--- config.mk ---
export PLATFORM = sky130hd
export DESIGN_NAME = ppu_mul
export DESIGN_NICKNAME = d
export VERILOG_FILES = /design/src/design/ppu_pkg.sv /design/src/design/ppu_mul.sv
export SDC_FILE = /design/constraint.sdc
export NUM_CORES = 2
export LEC_CHECK = 0
export ABC_CLOCK_PERIOD_IN_PS = 10700
export BUFFER_PORTS_ARGS = -buffer_cell sky130_fd_sc_hd__buf_4
export CAP_MARGIN = 40
export CORE_ASPECT_RATIO = 1.25
export CORE_MARGIN = 5
export CORE_UTILIZATION = 51
export DETAILED_ROUTE_END_ITERATION = 8
export GPL_TIMING_DRIVEN = 1
export HOLD_SLACK_MARGIN = 0.1
export PLACE_DENSITY = 0.68
export RECOVER_POWER = 100
export SYNTH_ARGS = -nofsm -noshare
export SYNTH_HDL_FRONTEND = slang
export SYNTH_SLANG_ARGS = --single-unit
--- constraint.sdc ---
create_clock -name i_clk -period 10.7 [get_ports i_clk]
set_input_delay 1.605 -clock i_clk [delete_from_list [all_inputs] [get_ports i_clk]]
set_output_delay 1.605 -clock i_clk [all_outputs]
set_load 0.03 [all_outputs]
--- src/design/ppu_pkg.sv ---
// ----------------------------------------------------------------------------
// ppu_pkg
// Shared types and constants of the particle pool update block.
// ----------------------------------------------------------------------------
package ppu_pkg;

    localparam int POOL_SIZE = 1024;
    localparam int ADDR_W    = $clog2(POOL_SIZE);
    localparam int SLOT_W    = 10;
    localparam int CNT_W     = 11;
    localparam int PADDR_W   = 5;

    localparam logic [1:0] CMD_EMIT   = 2'd0;
    localparam logic [1:0] CMD_UPDATE = 2'd1;
    localparam logic [1:0] CMD_READ   = 2'd2;

    localparam logic [2:0] REG_BEGIN_SCALE     = 3'd0;
    localparam logic [2:0] REG_END_SCALE       = 3'd1;
    localparam logic [2:0] REG_SCALE_VARIATION = 3'd2;
    localparam logic [2:0] REG_VELOCITY_SPREAD = 3'd3;
    localparam logic [2:0] REG_EMIT_COLOR      = 3'd4;
    localparam logic [2:0] REG_EMIT_LIFETIME   = 3'd5;

    localparam int MUL_A_W = 32;
    localparam int MUL_B_W = 25;
    localparam int PROD_W  = MUL_A_W + MUL_B_W;

    typedef struct packed {
        logic [1:0]         command;
        logic signed [31:0] pos_x;
        logic signed [31:0] pos_y;
        logic signed [31:0] vel_x;
        logic signed [31:0] vel_y;
        logic [23:0]        time_step;
        logic [9:0]         slot_index;
        logic [15:0]        jitter_scale;
        logic [15:0]        jitter_vx;
        logic [15:0]        jitter_vy;
    } t_in_item;

    typedef struct packed {
        logic [9:0]         slot;
        logic               is_active;
        logic signed [31:0] out_x;
        logic signed [31:0] out_y;
        logic signed [31:0] out_vel_x;
        logic signed [31:0] out_vel_y;
        logic [15:0]        out_begin_scale;
        logic [15:0]        out_end_scale;
        logic [23:0]        out_color;
        logic signed [31:0] life_left;
        logic [30:0]        life_total;
        logic [10:0]        active_count;
    } t_out_item;

    typedef struct packed {
        logic [15:0] begin_scale;
        logic [15:0] end_scale;
        logic [15:0] scale_variation;
        logic [30:0] velocity_spread;
        logic [23:0] emit_color;
        logic [30:0] emit_lifetime;
    } t_cfg;

    typedef struct packed {
        logic               active;
        logic signed [31:0] pos_x;
        logic signed [31:0] pos_y;
        logic signed [31:0] vel_x;
        logic signed [31:0] vel_y;
        logic [15:0]        begin_scale;
        logic [15:0]        end_scale;
        logic [23:0]        color;
        logic signed [31:0] life_left;
        logic [30:0]        life_total;
    } t_slot;

endpackage

--- src/design/ppu_mul.sv ---
// ----------------------------------------------------------------------------
// ppu_mul
// Shared signed multiplier with a registered product.
// ----------------------------------------------------------------------------
module ppu_mul (
    input  logic                               i_clk,
    input  logic signed [ppu_pkg::MUL_A_W-1:0] i_a,
    input  logic signed [ppu_pkg::MUL_B_W-1:0] i_b,
    output logic signed [ppu_pkg::PROD_W-1:0]  o_prod
);
    import ppu_pkg::*;

    logic signed [PROD_W-1:0] r_prod;

    always_ff @(posedge i_clk) begin
        r_prod <= PROD_W'(i_a) * PROD_W'(i_b);
    end

    assign o_prod = r_prod;

endmodule

Yosys cells after proc, flatten, opt, wreduce, memory -nomap -nowiden --
Cells that the tools add are included.
Word-level totals: register bits 57, logic and storage cells 2
Cells by class: multiply operators 1
Operators by type and width (count):
- $mul A32 B25 Y57 | 1

Logic depth before layout (Yosys ltp) --
depth after elaboration 1, gate-level depth with buffers 26, gate-level depth less buffers 25

Least setup slack after synthesis --
Ideal clock, no wire load.
kind input-to-reg, start point input port i_a[31] in the netlist's numbering, end point register r_prod[55], in the netlist o_prod[55], arrival 7.824 ns, path slack 2.745 ns, cell stages on the path 24, cells stage by stage clkbuf_1 -> nand2_1 -> inv_1 -> fa_1 -> fa_1 -> inv_1 -> fa_1 -> inv_1 -> fa_1 -> inv_1 -> fa_1 -> fa_1 -> fa_1 -> inv_1 -> ha_1 -> a21o_1 -> a21o_1 -> a21o_1 -> a21o_1 -> a21oi_1 -> o21ai_0 -> a21oi_1 -> o41ai_2 -> xor2_1
On the way: longest elaborated chain between the ends 1
Ends and longest elaborated chain:
- from (decl) | line ppu_mul.sv:7 | input logic signed [ppu_pkg::MUL_A_W-1:0] i_a,
- $mul A32 B25 Y57 | line ppu_mul.sv:16 | r_prod <= PROD_W'(i_a) * PROD_W'(i_b);
- to (signal assigned) | line ppu_mul.sv:16
- to (decl) | line ppu_mul.sv:13 | logic signed [PROD_W-1:0] r_prod;
No other way between the ends.

Final worst setup path --
start point input port i_b[0] in the netlist's numbering, end point register r_prod[55], in the netlist o_prod[55]
On the way: longest elaborated chain between the ends 1
Ends and longest elaborated chain:
- from (decl) | line ppu_mul.sv:8 | input logic signed [ppu_pkg::MUL_B_W-1:0] i_b,
- $mul A32 B25 Y57 | line ppu_mul.sv:16
No other way between the ends.

==> flow_summary.yaml <==
clock_network:
  htreeDepth: 3
  clk_path_buf_depth: 2
  cts_made_buffers: 9
  clk_pin_slew_worst_paths_ns: 0.06
  cts_resized: 0
  postCtsSetupRepairBufs: 0
  cts_tree: "yes"
  clockRootBuffer: "clkbuf_16"
  cts_sinks: 57
  cts_hold_buf: 0
sta:
  finalCriticalPeriod_ns: 9.67
  worstMarginPinSlew_ns: 1.79
  setup_viol: 0
  hold_viol: 0
  max_freq_ghz: 0.103
  rsz0062_at_grt: "false"
  fin_crit_sh: 0.904
  drv_slew: 33
  tns_ns: 0
  slew_headroom: -0.196
finish:
  layout-drive-gt1-share: 0.0261
  syn_to_final_growth_pct: 4.32
  largest_reg_flops: 57
  fin_nets: 4213
  fillers: 5220
synth:
  syn-num-nets: 4236
  synth_edf_count: 0
  yosysUniqueCellTypes: 63
  yosys-top-cells-count: "inv_1 (860), fa_1 (819), nand2_1 (410)"
  netlist_instances: 3204
  synth.area.top_cells: "fa_1 (55%), inv_1 (11%), and2_1 (8.4%), ha_1 (6.5%), nand2_1 (5.2%)"
  synth_top_area_cell: "fa_1"
  yosys_warnings: 0
  avgSynthCellArea_um2: 9.25
  synthMostInstantiatedCell: "inv_1"
  synth_area_mm2: 0.0296
  ys.flop_type: "dfxtp_1"
  synth-seq-cells: 57
  synth-async-reset-ratio: 0
  yosysSeqAreaShare: 0.0385
  netlist.area_leader.share: 0.553
worst_setup_path:
  crit_fanout: 32
  end_kind: "flip-flop"
  arrival_ns: 10.00
  crit_family: "adder cells"
  crit_type: "in2reg"
  crit_path_cell_trace: "clkbuf_1 -> and2_0 -> ha_1 -> fa_1 -> inv_1 -> fa_1 -> inv_1 -> fa_1 -> inv_1 -> fa_1 -> inv_1 -> ha_1 -> and3_1 -> nand2_1 -> nor2_1 -> nand2_1 -> a311oi_1 -> buf_4 -> or3b_1 -> a31oi_4 -> o41ai_1 -> xor2_1"
  cp-start-kind: "input pin"
  path_buf_inv: 6
  cpPeakStageDelay_ns: 1.26
  critPathSlowestCell: "clkbuf_1"
  required_ns: 11.03
floorplanning:
  rows: 98
  die_w_um: 226
  design.core.area_mm2: 0.0574
  initial_core_util: 0.516
  die_area_mm2: 0.0631
  die-height_um: 280
  io_pins: 115
detailed_routing:
  dr.pass1.iters: 6
  dr_wl_met3_mm: 4.59
  wl_met2_mm: 42.6
  vias: 21300
  wl_per_cell_um: 20.6
  wl_mm: 81.1
  viasPerCell: 5.42
  m1WireLength_mm: 27.4
  drt_iter0_drc: 1143
  antenna_left: 0
  drcViolationCount: 0
  top_signal_layer_used: "met4"
placement:
  io_buffers: 114
  hpwl_mm: 64.6
  gp_congestion: 0.958
run_status:
  outcome: "finished, violations left"
  violations: "capacitance limit, slew limit"
global_route:
  globalRouteOverflowTotal: 0
  grt_max_degree: 33
  grt_usage: 0.272
  grt_pass1_vias: 25100
  antenna_found_initial: 4
  grt_pass1_wl_mm: 132
job:
  max_cap_violations: 1
min_path:
  hold_path.class: "in2reg"
==> area by class of cell <==
type	instances	area, um2	share of cell area
Timing Repair Buffer	119	699	0.0226
Sequential cell	57	1140	0.0369
Clock inverter	3	17.5	0.000567
Tap cell	750	938	0.0304
Antenna cell	4	10.0	0.000324
Clock buffer	11	253	0.00817
Multi-Input combinational cell	2134	24600	0.797
Inverter	860	3230	0.104
==> layer usage <==
layer	up-vias	track usage
li1	9048	-
met1	11200	0.294
met2	839	0.494
met3	292	0.0384
met4	0	0.178
met5	-	0
==> cells in the final DEF, fill, tap and decap left out, drive strengths merged, types with 50 or more instances in the layout <==
master | Yosys | final
fa | 819 | 819
nor2 | 50 | 50
and2 | 398 | 398
buf | 5 | 60
dfxtp | 57 | 57
clkbuf | 148 | 70
inv | 860 | 860
nand2 | 410 | 410
ha | 155 | 155
a21oi | 52 | 52
==> per-stage QoR <==
step | area [um2] | hold slack, ns | cells | utilization | setup WS (ns)
floorplan | 29600 | 1.73 | 3204 | - | 2.74
global placement | 30900 | 2.03 | 3916 | 0.538 | 0.948
detailed placement | 30900 | 2.03 | 3919 | 0.539 | 0.852
CTS | 31200 | 1.66 | 3933 | 0.543 | 1.25
global route | 30900 | 1.69 | 3938 | 0.539 | 0.744
finish | 30900 | 1.68 | 3938 | 0.539 | 1.03
==> worst paths after layout <==
path	slack [ns]	startpoint	cells past startpoint	endpoint
min	1.68	i_a[0]	2	o_prod[0]
max	1.03	i_b[0]	22	o_prod[55]
==> kinds of logic after synthesis <==
| group | after synthesis | share of synthesized area |
|---|---|---|
| AOI/OAI and AO/OA | 179 | 0.0413 |
| xor gates and xnor gates | 60 | 0.0177 |
| and+or+nand+nor | 921 | 0.155 |
| DFF | 57 | 0.0385 |
| adders and majority gates | 974 | 0.619 |
| buffers and inverters | 1013 | 0.128 |
Power is not shown: default switching activity piles up to over one toggle a cycle in this logic, so the estimate is an artifact.
