===== src/design/ppu_pkg.sv =====
// ----------------------------------------------------------------------------
// ppu_pkg
// Shared types and constants of the particle pool update block.
// ----------------------------------------------------------------------------
package ppu_pkg;

    localparam int POOL_SIZE = 1024;
    localparam int ADDR_W    = $clog2(POOL_SIZE);
    localparam int SLOT_W    = 10;
    localparam int CNT_W     = 11;
    localparam int PADDR_W   = 5;

    localparam logic [1:0] CMD_EMIT   = 2'd0;
    localparam logic [1:0] CMD_UPDATE = 2'd1;
    localparam logic [1:0] CMD_READ   = 2'd2;

    localparam logic [2:0] REG_BEGIN_SCALE     = 3'd0;
    localparam logic [2:0] REG_END_SCALE       = 3'd1;
    localparam logic [2:0] REG_SCALE_VARIATION = 3'd2;
    localparam logic [2:0] REG_VELOCITY_SPREAD = 3'd3;
    localparam logic [2:0] REG_EMIT_COLOR      = 3'd4;
    localparam logic [2:0] REG_EMIT_LIFETIME   = 3'd5;

    localparam int MUL_A_W = 32;
    localparam int MUL_B_W = 25;
    localparam int PROD_W  = MUL_A_W + MUL_B_W;

    typedef struct packed {
        logic [1:0]         command;
        logic signed [31:0] pos_x;
        logic signed [31:0] pos_y;
        logic signed [31:0] vel_x;
        logic signed [31:0] vel_y;
        logic [23:0]        time_step;
        logic [9:0]         slot_index;
        logic [15:0]        jitter_scale;
        logic [15:0]        jitter_vx;
        logic [15:0]        jitter_vy;
    } t_in_item;

    typedef struct packed {
        logic [9:0]         slot;
        logic               is_active;
        logic signed [31:0] out_x;
        logic signed [31:0] out_y;
        logic signed [31:0] out_vel_x;
        logic signed [31:0] out_vel_y;
        logic [15:0]        out_begin_scale;
        logic [15:0]        out_end_scale;
        logic [23:0]        out_color;
        logic signed [31:0] life_left;
        logic [30:0]        life_total;
        logic [10:0]        active_count;
    } t_out_item;

    typedef struct packed {
        logic [15:0] begin_scale;
        logic [15:0] end_scale;
        logic [15:0] scale_variation;
        logic [30:0] velocity_spread;
        logic [23:0] emit_color;
        logic [30:0] emit_lifetime;
    } t_cfg;

    typedef struct packed {
        logic               active;
        logic signed [31:0] pos_x;
        logic signed [31:0] pos_y;
        logic signed [31:0] vel_x;
        logic signed [31:0] vel_y;
        logic [15:0]        begin_scale;
        logic [15:0]        end_scale;
        logic [23:0]        color;
        logic signed [31:0] life_left;
        logic [30:0]        life_total;
    } t_slot;

endpackage


===== src/design/ppu_cfg.sv =====
// ----------------------------------------------------------------------------
// ppu_cfg
// APB register file holding the emitter settings.
// ----------------------------------------------------------------------------
module ppu_cfg (
    input  logic                        i_clk,
    input  logic                        i_rst_n,
    input  logic                        psel,
    input  logic                        penable,
    input  logic                        pwrite,
    input  logic [ppu_pkg::PADDR_W-1:0] paddr,
    input  logic [31:0]                 pwdata,
    output logic [31:0]                 prdata,
    output logic                        pready,
    output ppu_pkg::t_cfg               o_cfg
);
    import ppu_pkg::*;

    t_cfg       r_cfg;
    logic [2:0] reg_idx;
    logic       wr_en;

    assign reg_idx = paddr[PADDR_W-1:2];
    assign wr_en   = psel & penable & pwrite;
    assign pready  = 1'b1;
    assign o_cfg   = r_cfg;

    always_ff @(posedge i_clk) begin
        if (!i_rst_n) begin
            r_cfg.begin_scale     <= 16'd256;
            r_cfg.end_scale       <= 16'd0;
            r_cfg.scale_variation <= 16'd0;
            r_cfg.velocity_spread <= 31'd0;
            r_cfg.emit_color      <= 24'hFFFFFF;
            r_cfg.emit_lifetime   <= 31'd65536;
        end else if (wr_en) begin
            unique case (reg_idx)
                REG_BEGIN_SCALE:     r_cfg.begin_scale     <= pwdata[15:0];
                REG_END_SCALE:       r_cfg.end_scale       <= pwdata[15:0];
                REG_SCALE_VARIATION: r_cfg.scale_variation <= pwdata[15:0];
                REG_VELOCITY_SPREAD: r_cfg.velocity_spread <= pwdata[30:0];
                REG_EMIT_COLOR:      r_cfg.emit_color      <= pwdata[23:0];
                REG_EMIT_LIFETIME:   r_cfg.emit_lifetime   <= pwdata[30:0];
                default: ;
            endcase
        end
    end

    always_comb begin
        unique case (reg_idx)
            REG_BEGIN_SCALE:     prdata = {16'd0, r_cfg.begin_scale};
            REG_END_SCALE:       prdata = {16'd0, r_cfg.end_scale};
            REG_SCALE_VARIATION: prdata = {16'd0, r_cfg.scale_variation};
            REG_VELOCITY_SPREAD: prdata = {1'b0, r_cfg.velocity_spread};
            REG_EMIT_COLOR:      prdata = {8'd0, r_cfg.emit_color};
            REG_EMIT_LIFETIME:   prdata = {1'b0, r_cfg.emit_lifetime};
            default:             prdata = 32'd0;
        endcase
    end

endmodule


===== config.mk =====
export PLATFORM = sky130hd
export DESIGN_NAME = ppu_cfg
export DESIGN_NICKNAME = d
export VERILOG_FILES = /design/src/design/ppu_pkg.sv /design/src/design/ppu_cfg.sv
export SDC_FILE = /design/constraint.sdc
export NUM_CORES = 1
export LEC_CHECK = 0
export ABC_AREA = 0
export BUFFER_PORTS_ARGS = -buffer_cell sky130_fd_sc_hd__buf_2
export CAP_MARGIN = 20
export CORE_ASPECT_RATIO = 1.5
export CORE_MARGIN = 1.5
export CORE_UTILIZATION = 36
export CTS_BUF_LIST = sky130_fd_sc_hd__clkbuf_4 sky130_fd_sc_hd__clkbuf_8
export DETAILED_ROUTE_END_ITERATION = 8
export PLACE_DENSITY = 0.7
export SYNTH_ARGS = -nofsm -noshare
export SYNTH_HDL_FRONTEND = slang
export SYNTH_SLANG_ARGS = --single-unit

===== constraint.sdc =====
create_clock -name i_clk -period 2.9 [get_ports i_clk]
set_input_delay 0.58 -clock i_clk [delete_from_list [all_inputs] [get_ports i_clk]]
set_output_delay 0.58 -clock i_clk [all_outputs]
set_load 0.03 [all_outputs]

Yosys cells after proc, flatten, opt, wreduce, memory -nomap -nowiden
Index checks and enable logic that the tools add are counted.

storage, ports and cells
  input port bits = 42
  register bits = 134
  word-level logic and storage cells = 21
  output and inout bits = 167

cells by class
  reduce and logical (&&, ||, !) cells = 7
  equal/unequal tests = 5
  multiplexer cells = 1
  bitwise operators = 2

operator list
  operator                                                                count
  31-bit case mux with 6 select lines                                     1
  2-bit AND reduction                                                     6
  3-bit by 2-bit equality test with 1-bit output (second input constant)  2
  3-bit equality test (second input constant)                             2
  3-bit by 1-bit equality test with 1-bit output (second input constant)  1
  3-bit zero test                                                         1
  1-bit bitwise AND                                                       2

Depth between registers and ports, before layout
Gate-level depths: netlist (run 1).

  depth in word-level cells = 3
  depth in mapped cells = 6
  mapped depth without buffers = 3

Least setup slack after synthesis (run 1)
Ideal clock, no wire load.

  path type = input port to output port
  start = input paddr[2] in the netlist's numbering
  end = output prdata[0]
  path buffers = 3
  cell stages on the path = 5
  arrival = 2.073 ns
  slack = 0.247 ns
  path through = buf_2 buf_2 buf_2 mux2i_1 o21ai_0

between the ends
  longest elaborated chain between the ends = 2
  elaborated cells on any way between the ends = 7
  classes of those cells = 5 x eq/ne; 1 x mux; 1 x reduce/logical

RTL lines
  what                                         RTL line       RTL
  start, declared                              ppu_cfg.sv:11  input logic [ppu_pkg::PADDR_W-1:0] paddr,
  3-bit equality test (tied with other cells)  ppu_cfg.sv:50  unique case (reg_idx)
  31-bit case mux with 6 select lines (*)      ppu_cfg.sv:50
  end, declared                                ppu_cfg.sv:13  output logic [31:0] prdata,

Mark *: on every way between the ends. The rest lies on a longest branch, timed or not.

Worst setup path in the final report (run 1)
  start = input paddr[4] in the netlist's numbering
  end = output prdata[2]

The elaborated chain is that of the path after synthesis.

==> impl_results.md, run 1 <==
* Outcome: complete, no violations
* Post-CTS Setup Repair Bufs at 0
* Die Y at 162 µm
* Largest register FFs at 134
* Internal power at 2.91 mW
* Yosys cell types at 31
* Vias in the first global route at 4996
* Deepest clock path buffer count at 2
* Hold Path End: o_cfg[71]$_SDFFE_PN0P_
* Setup slack, reg-to-reg at about 2.2 ns
* Gate power share at 0.095
* Peak supply drop at ~0.27 mV
* Final-report setup violation count at 0
* Worst-margin pin slew at 0.881 ns
* Syn_nets at 687
* Flops & latches, synth at 134
* Register area share after synthesis at 0.440
* CP Data Arrival Time at between 2 and 2.5 ns
* Design Power at 3.92 mW
* Row cnt at 58
* H-tree Lvls at 4
* Mapped Cells at 645
* Sink Count at 134
* DR vias/cell at 5.11
* CTS tree: built
* # hold bufs at CTS at 0
* Max Freq at 359 MHz
* Root Driver: clkbuf_8
* Clk_skew at 0 ns
* Worst Hold Depth at 3
* Max_slew headroom at 0.411
* Area of the core at 0.0167 mm²
* DR iter-0 viols at roughly 260
* Pwr dens at around 510 mW/mm²
* Post-DP HPWL at 12.7 mm
* Max-capacitance violation count at 0
* Number of diodes at 0
* Die width at 109 µm
* Clk_lat worst skew at 0.43 ns
* Total routed wirelength at 17.9 mm
* Critical Path, Cell by Cell: buf_2 > nor3b_1 > a22oi_1 > o21ai_0 > buf_2
* Final Max Slew Viols at 0
* Antenna viol nets, final at 0
* Initial antenna violation count at 0
* Largest net degree at the start of global routing at 75
* Wire per inst at 16.9 µm
* Remaining Overflow, GRT at 0
* Top post-synthesis cells by area: dfxtp_1, mux2i_1, nand2_1
* Detailed-route DRC error count at 0
* Utilization after layout at 0.465
* Mean post-synth cell area at 9.45 µm²
* Tmin final at 2.78 ns
* CTS resizes at 0
* Clock transition at the registers of the reported paths at 0.08 ns
* Delay of the slowest critical-path stage at 0.77 ns
* Initial core utilization at 0.365
* Vias at 5412
* Post-layout nets at 878
* Reg-to-Reg End: o_cfg[42]$_SDFFE_PN1P_
* Clk pwr share at 0.429
* IO Count at 209
* CP dominant cell by count: buf_2
* Crit path kind: input port to output pin
* PortBufs at 203
* Final setup TNS at 0 ns
* Overall Global Routing Usage at 0.202
* Final Cycle Share at 0.960
* Worst r2r path cells at 2
* CP required at 2.32 ns
* Net Sw Frac at 0.259
* Reg2reg start: o_cfg[42]$_SDFFE_PN1P_
* DRT Pass-1 Iters at 4
* RSZ-0062 raised after global routing: no
* Hold_sp: pwdata[16]
* Crit Path Max Fanout at 12
* CP Launch Type: input port
* GP Congestion at 0.806
* First-pass GRT wire length at roughly 27 mm
* P_sw at 1.01 mW
* Reg power frac at 0.476
* CP endpoint kind: output pin
* CTS buffer count at 17
* Full die area at 0.0177 mm²
* Layout cell share with drive strength beyond 1 at 0.337
* Pleak at roughly 3.7 nW
* Yosys warning count at 0
* Hold WC Path Type: input port to register
* Crit path max-delay cell type: nor3b_1
* Area leader, netlist: dfxtp_1
* Post-synth top area share at 0.440
* Mapped Area at 0.00609 mm²
* Area grow syn2layout at 27.3%
* Filler instances at 1654
* Final Hold Viols at 0
[area by class of cell]
class,instances,area [µm²],share of cell area
Inverter,25,93.8,0.0121
Clock inverter,11,148,0.0190
Clock buffer,21,283,0.0365
Tap cell,210,263,0.0339
Sequential cell,134,2680,0.346
Timing Repair Buffer,229,1250,0.161
Multi-Input combinational cell,429,3030,0.391
[Yosys cell counts]
cell type	number
nor2_2	1
buf_1	2
o21ai_1	1
or2_1	3
clkbuf_1	32
and2_1	2
a32oi_1	3
a21oi_1	2
buf_6	4
a22oi_1	21
mux2i_1	135
a221oi_1	2
inv_1	25
mux2_2	20
nand4b_1	1
nor3b_1	1
nor2_1	3
o21ai_0	39
o22a_1	6
nand2_1	139
nand2b_1	2
o211ai_1	2
buf_2	9
o2bb2ai_1	8
nor2b_1	10
conb_1	2
nand4_1	1
dfxtp_1	134
nor2_4	1
buf_4	10
o311ai_0	24
[worst max-delay path by stage]
stage                   from        end  depth (start not counted)
floorplan           paddr[2]  prdata[0]                          5
global placement    paddr[4]  prdata[2]                          5
detailed placement  paddr[4]  prdata[2]                          5
CTS                 paddr[4]  prdata[2]                          5
global route        paddr[4]  prdata[2]                          5
finish              paddr[4]  prdata[2]                          5
[routing by layer]
metal	GRT usage	share of wire	vias to the layer above
met2	0.342	0.50	176
met5	0	0	-
met3	0.0417	0.056	35
met4	0.0880	0.029	0
li1	-	-	2638
met1	0.245	0.42	2563
[placed cells by master, fill, tap and decap left out, types with 3 or more instances in the layout]
cell / netlist / layout
a32oi_1: 3 / 3
bufinv_16: 0 / 3
mux2i_1: 135 / 135
o22a_1: 6 / 6
a22oi_1: 21 / 21
o311ai_0: 24 / 24
clkinv_4: 0 / 3
dfxtp_1: 134 / 134
nor2b_1: 10 / 10
clkinv_2: 0 / 3
nand2_1: 139 / 139
buf_12: 0 / 3
buf_2: 9 / 202
clkbuf_8: 0 / 20
mux2_2: 20 / 20
buf_4: 10 / 24
inv_1: 25 / 25
o21ai_0: 39 / 39
o2bb2ai_1: 8 / 8
[cell families (layout without fill, tap and decap cells)]
logic type	after synthesis	in the layout	share of synthesized area
AO/OA/AOI/OAI	108	108	0.125
buffers and inverters	82	286	0.0635
flip-flops	134	134	0.440
multiplexers	155	155	0.259
other	2	2	0.00123
AND/OR/NAND/NOR	164	164	0.112
[metrics by stage]
stage,cells,setup WS [ns],area [µm²],hold slack [ns]
after global placement,1027,0.183,7320,0.451
after floorplan,645,0.247,6090,0.590
after global routing,1059,0.0784,7750,0.374
after detailed placement,1027,0.150,7320,0.459
final,1059,0.116,7750,0.397
after CTS,1059,0.138,7750,0.365
[critical path: cells and delay by family]
kind                   cells  cell delay [ns]
buffers and inverters      2             0.47
AND/OR/NAND/NOR            1             0.77
AO/OA/AOI/OAI              2             0.38
[power by group through the flow]
stage / clock network, mW / logic [mW] / registers, mW
2_1_floorplan: 0 / 0.215 / 1.94
3_3_place_gp: 0 / 0.370 / 1.91
3_5_place_dp: 0 / 0.373 / 1.91
4_1_cts: 1.72 / 0.374 / 1.87
5_1_grt: 1.79 / 0.402 / 1.87
6_report: 1.68 / 0.372 / 1.87
Note: power is estimated with default switching activity, not from simulation.
==> run 2: changes to the inputs <==
ABC_AREA = 1   (was 0)
PLACE_DENSITY = 0.69   (was 0.7)
SKIP_CTS_REPAIR_TIMING = 1   (was default)
==> run 2 against run 1 <==
Against the previous run:
- critical path depth up 3
- largest power group unchanged
- register-to-register slack better by 0.09 ns
- sequential share of layout area down 0.91 points
- cell area up 2.7%
==> impl_results.md, run 2 <==
* Post-DP HPWL at 16.0 mm (+26%)
* Crit Path Max Fanout at 34 (+22)
* Mean post-synth cell area at 6.32 µm² (-33%)
* Final-report setup violation count at 0 (unchanged)
* RSZ-0062 raised after global routing: no
* Mapped Cells at 1006 (+56%)
* Final setup TNS at 0 ns (unchanged)
* Total routed wirelength at 22.2 mm (+24%)
* Outcome: complete, no violations
* DRT Pass-1 Iters at 5 (+1)
* Max-capacitance violation count at 0 (unchanged)
* CTS buffer count at 17 (unchanged)
* Register area share after synthesis at 0.422 (-0.0185)
* Worst r2r path cells at 2 (unchanged)
* CP required at 2.32 ns (about the same)
* Die Y at 166 µm (+2.1%)
* Commonest cells in the netlist: nand2_1, nor2_1, dfxtp_1
* Fin cells at 1404 (+33%)
* Ys flop type: dfxtp_1
* Deepest clock path buffer count at 2 (unchanged)
* Post-synth EDFFs at 0 (unchanged)
* Clk pwr share at 0.444 (+0.015)
* Filler instances at 1808 (+9.3%)
* Remaining Overflow, GRT at 0 (unchanged)
* Mapped Area at 0.00636 mm² (+4.4%)
* Routing usage on met1 at 0.266 (+0.0212)
* CP endpoint kind: output pin
* Crit path max-delay cell type: buf_4
* Full die area at 0.0185 mm² (+4.3%)
* Clk_skew at 0 ns (unchanged)
* H-tree Lvls at 4 (unchanged)
* Max Freq at 391 MHz (+8.8%)
* PortBufs at 203 (unchanged)
* Critical Path, Cell by Cell: buf_2 > buf_4 > nand3_2 > inv_1 > buf_4 > nand2_1 > nand3_1 > buf_2
* CP Launch Type: input port
* Area leader, netlist: dfxtp_1
* Reg power frac at 0.448 (-0.028)
* Reg2reg start: o_cfg[99]$_SDFFE_PN0P_
* CP bufs+invs at 5 (+3)
* Clk_lat worst skew at 0.44 ns (about the same)
* Area of the core at 0.0173 mm² (+3.9%)
* Crit path kind: input port to output pin
* Tmin final at 2.56 ns (-0.226 ns)
* Gate power share at 0.108 (+0.013)
* IO Count at 209 (unchanged)
* Worst-margin pin slew at 0.681 ns (-0.200 ns)
* Register Area at 0.00268 mm² (unchanged)
* Net Sw Frac at 0.266 (+0.00741)
* Clock transition at the registers of the reported paths at 0.08 ns (about the same)
* Utilization after layout at 0.459 (-0.00547)
* Vias in the first global route at 6236 (+25%)
* Hold WC Path Type: input port to register
* Design Power at 4.21 mW (+7.3%)
* Initial core utilization at 0.367 (+0.00161)
* Hold_sp: pwdata[21]
* Initial antenna violation count at 2 (+2)
* Multi-input gate area at 0.00313 mm² (+3.3%)
* Post-synth top area share at 0.422 (-0.0185)
* Pleak at 4.09 nW (+11%)
* Overall Global Routing Usage at 0.239 (+0.0371)
* Hold Path End: o_cfg[52]$_SDFFE_PN1P_
* Wire per inst at 15.8 µm (-6.4%)
* Yosys warning count at 0 (unchanged)
* CTS tree: built
* Final Hold Viols at 0 (unchanged)
* GRT met2 Usage at 0.391 (+0.0493)
* Commonest non-fill, non-tap cell in the layout: nand2_1
* Vias at 6849 (+27%)
* Layout cell share with drive strength beyond 1 at 0.227 (-0.110)
* GP Congestion at 0.913 (+13%)
* Final Max Slew Viols at 0 (unchanged)
* Post-synth ARST share at 0 (unchanged)
* CP Data Arrival Time at 1.98 ns (-0.22 ns)
* Sink Count at 134 (unchanged)
* Row cnt at 59 (+1.7%)
* Largest register FFs at 134 (unchanged)
* Delay of the slowest critical-path stage at 0.35 ns (-0.42 ns)
* Post-layout nets at 1219 (+39%)
* Max_slew headroom at 0.546 (+0.134)
* P_sw at 1.12 mW (+10%)
* Most frequent cells in the layout: nand2_1, nor2_1, buf_2
* Root Driver: clkbuf_8
* Kind of cell adding the most delay to the critical path: buffers and inverters
* Internal power at 3.09 mW (+6.2%)
* Routing usage on met3 at 0.0620 (+0.0203)
* Top post-synthesis cells by area: dfxtp_1, nand2_1, nor2_1
* Largest net degree at the start of global routing at 70 (-6.7%)
* Flops & latches, synth at 134 (unchanged)
* Peak supply drop at 0.251 mV (-6.3%)
* Area grow syn2layout at 25.2%
* Grt peak-use layer: met2
* Detailed-route DRC error count at 0 (unchanged)
* DR vias/cell at 4.88 (-4.5%)
* Reg-to-Reg End: o_cfg[99]$_SDFFE_PN0P_
* DR iter-0 viols at 406 (+54%)
* Final Cycle Share at 0.882 (-0.0779)
* Syn_nets at 1048 (+53%)
* Most frequent cell after synthesis: nand2_1
* Pwr dens at 528 mW/mm² (+4.5%)
* Die width at 112 µm (+2.1%)
* Placed insts at 1371 (+33%)
* Antenna viol nets, final at 0 (unchanged)
* Yosys cell types at 20 (-35%)
* Worst Hold Depth at 3 (unchanged)
* Setup slack, reg-to-reg at 2.25 ns (+0.09 ns)
* First-pass GRT wire length at 34.3 mm (+27%)
[run 2: changes by cell type in the layout (fill, tap and decap cells not counted), sizes merged, moves of 10 or more]
cell / change
nor2: +249
nand2: +191
mux2i: -135
nand3: +118
o21ai: -38
nand4: +31
inv: +29
o311ai: -24
a22oi: -21
mux2: -20
a21oi: +10
nor2b: -10
[run 2: layer usage]
| metal | routed length [µm] | up-vias | part of all wire |
|---|---|---|---|
| met1 | 8420 | 3036 | 0.38 |
| met4 | 1740 | 2 | 0.078 |
| met5 | 14 | - | 0.00063 |
| met3 | 1460 | 68 | 0.066 |
| met2 | 10600 | 274 | 0.48 |
| li1 | - | 3469 | - |
[run 2: power by group through the flow]
stage | Sequential (mW) | Combinational (mW) | Clock (mW)
after floorplan | 1.97 | 0.251 | 0
after global placement | 1.93 | 0.449 | 0
after detailed placement | 1.93 | 0.452 | 0
after CTS | 1.88 | 0.453 | 1.90
after global routing | 1.89 | 0.491 | 1.98
final | 1.88 | 0.454 | 1.87
[run 2: logic make-up after synthesis]
group | after synthesis | synth area share
simple gates | 734 | 0.480
compound gates | 14 | 0.0110
buf+inv | 122 | 0.0856
other cells | 2 | 0.00118
flops | 134 | 0.422
[run 2: how the worst max path moves through the flow]
stage / from / endpoint / slack [ns] / depth (start not counted)
3_5_place_dp: paddr[4] / prdata[16] / 0.35 / 8
3_3_place_gp: paddr[2] / prdata[5] / 0.37 / 8
4_1_cts: paddr[4] / prdata[16] / 0.35 / 8
6_report: paddr[4] / prdata[16] / 0.34 / 8
2_1_floorplan: paddr[4] / prdata[17] / 0.70 / 7
5_1_grt: paddr[4] / prdata[16] / 0.17 / 8
[run 2: tightest hold or removal path, cell delays in order]
cell and delay (ns):
buf_2 0.08, nand2_1 0.05, nand3_1 0.06
[run 2: through the flow]
step                      setup WS (ns)  hold WS, ns  instance area [µm²]
after floorplan                   0.700        0.602                 6360
after global placement            0.373        0.463                 7480
after detailed placement          0.346        0.469                 7480
after CTS                         0.345        0.334                 7960
after global routing              0.165        0.344                 7960
final                             0.342        0.355                 7960
[run 2: layout make-up]
cell class	instances	area share
Inverter	54	0.0258
Sequential cell	134	0.337
Multi-Input combinational cell	750	0.393
Clock inverter	11	0.0245
Tap cell	213	0.0335
Clock buffer	21	0.0355
Antenna cell	1	0.000314
Timing Repair Buffer	220	0.150
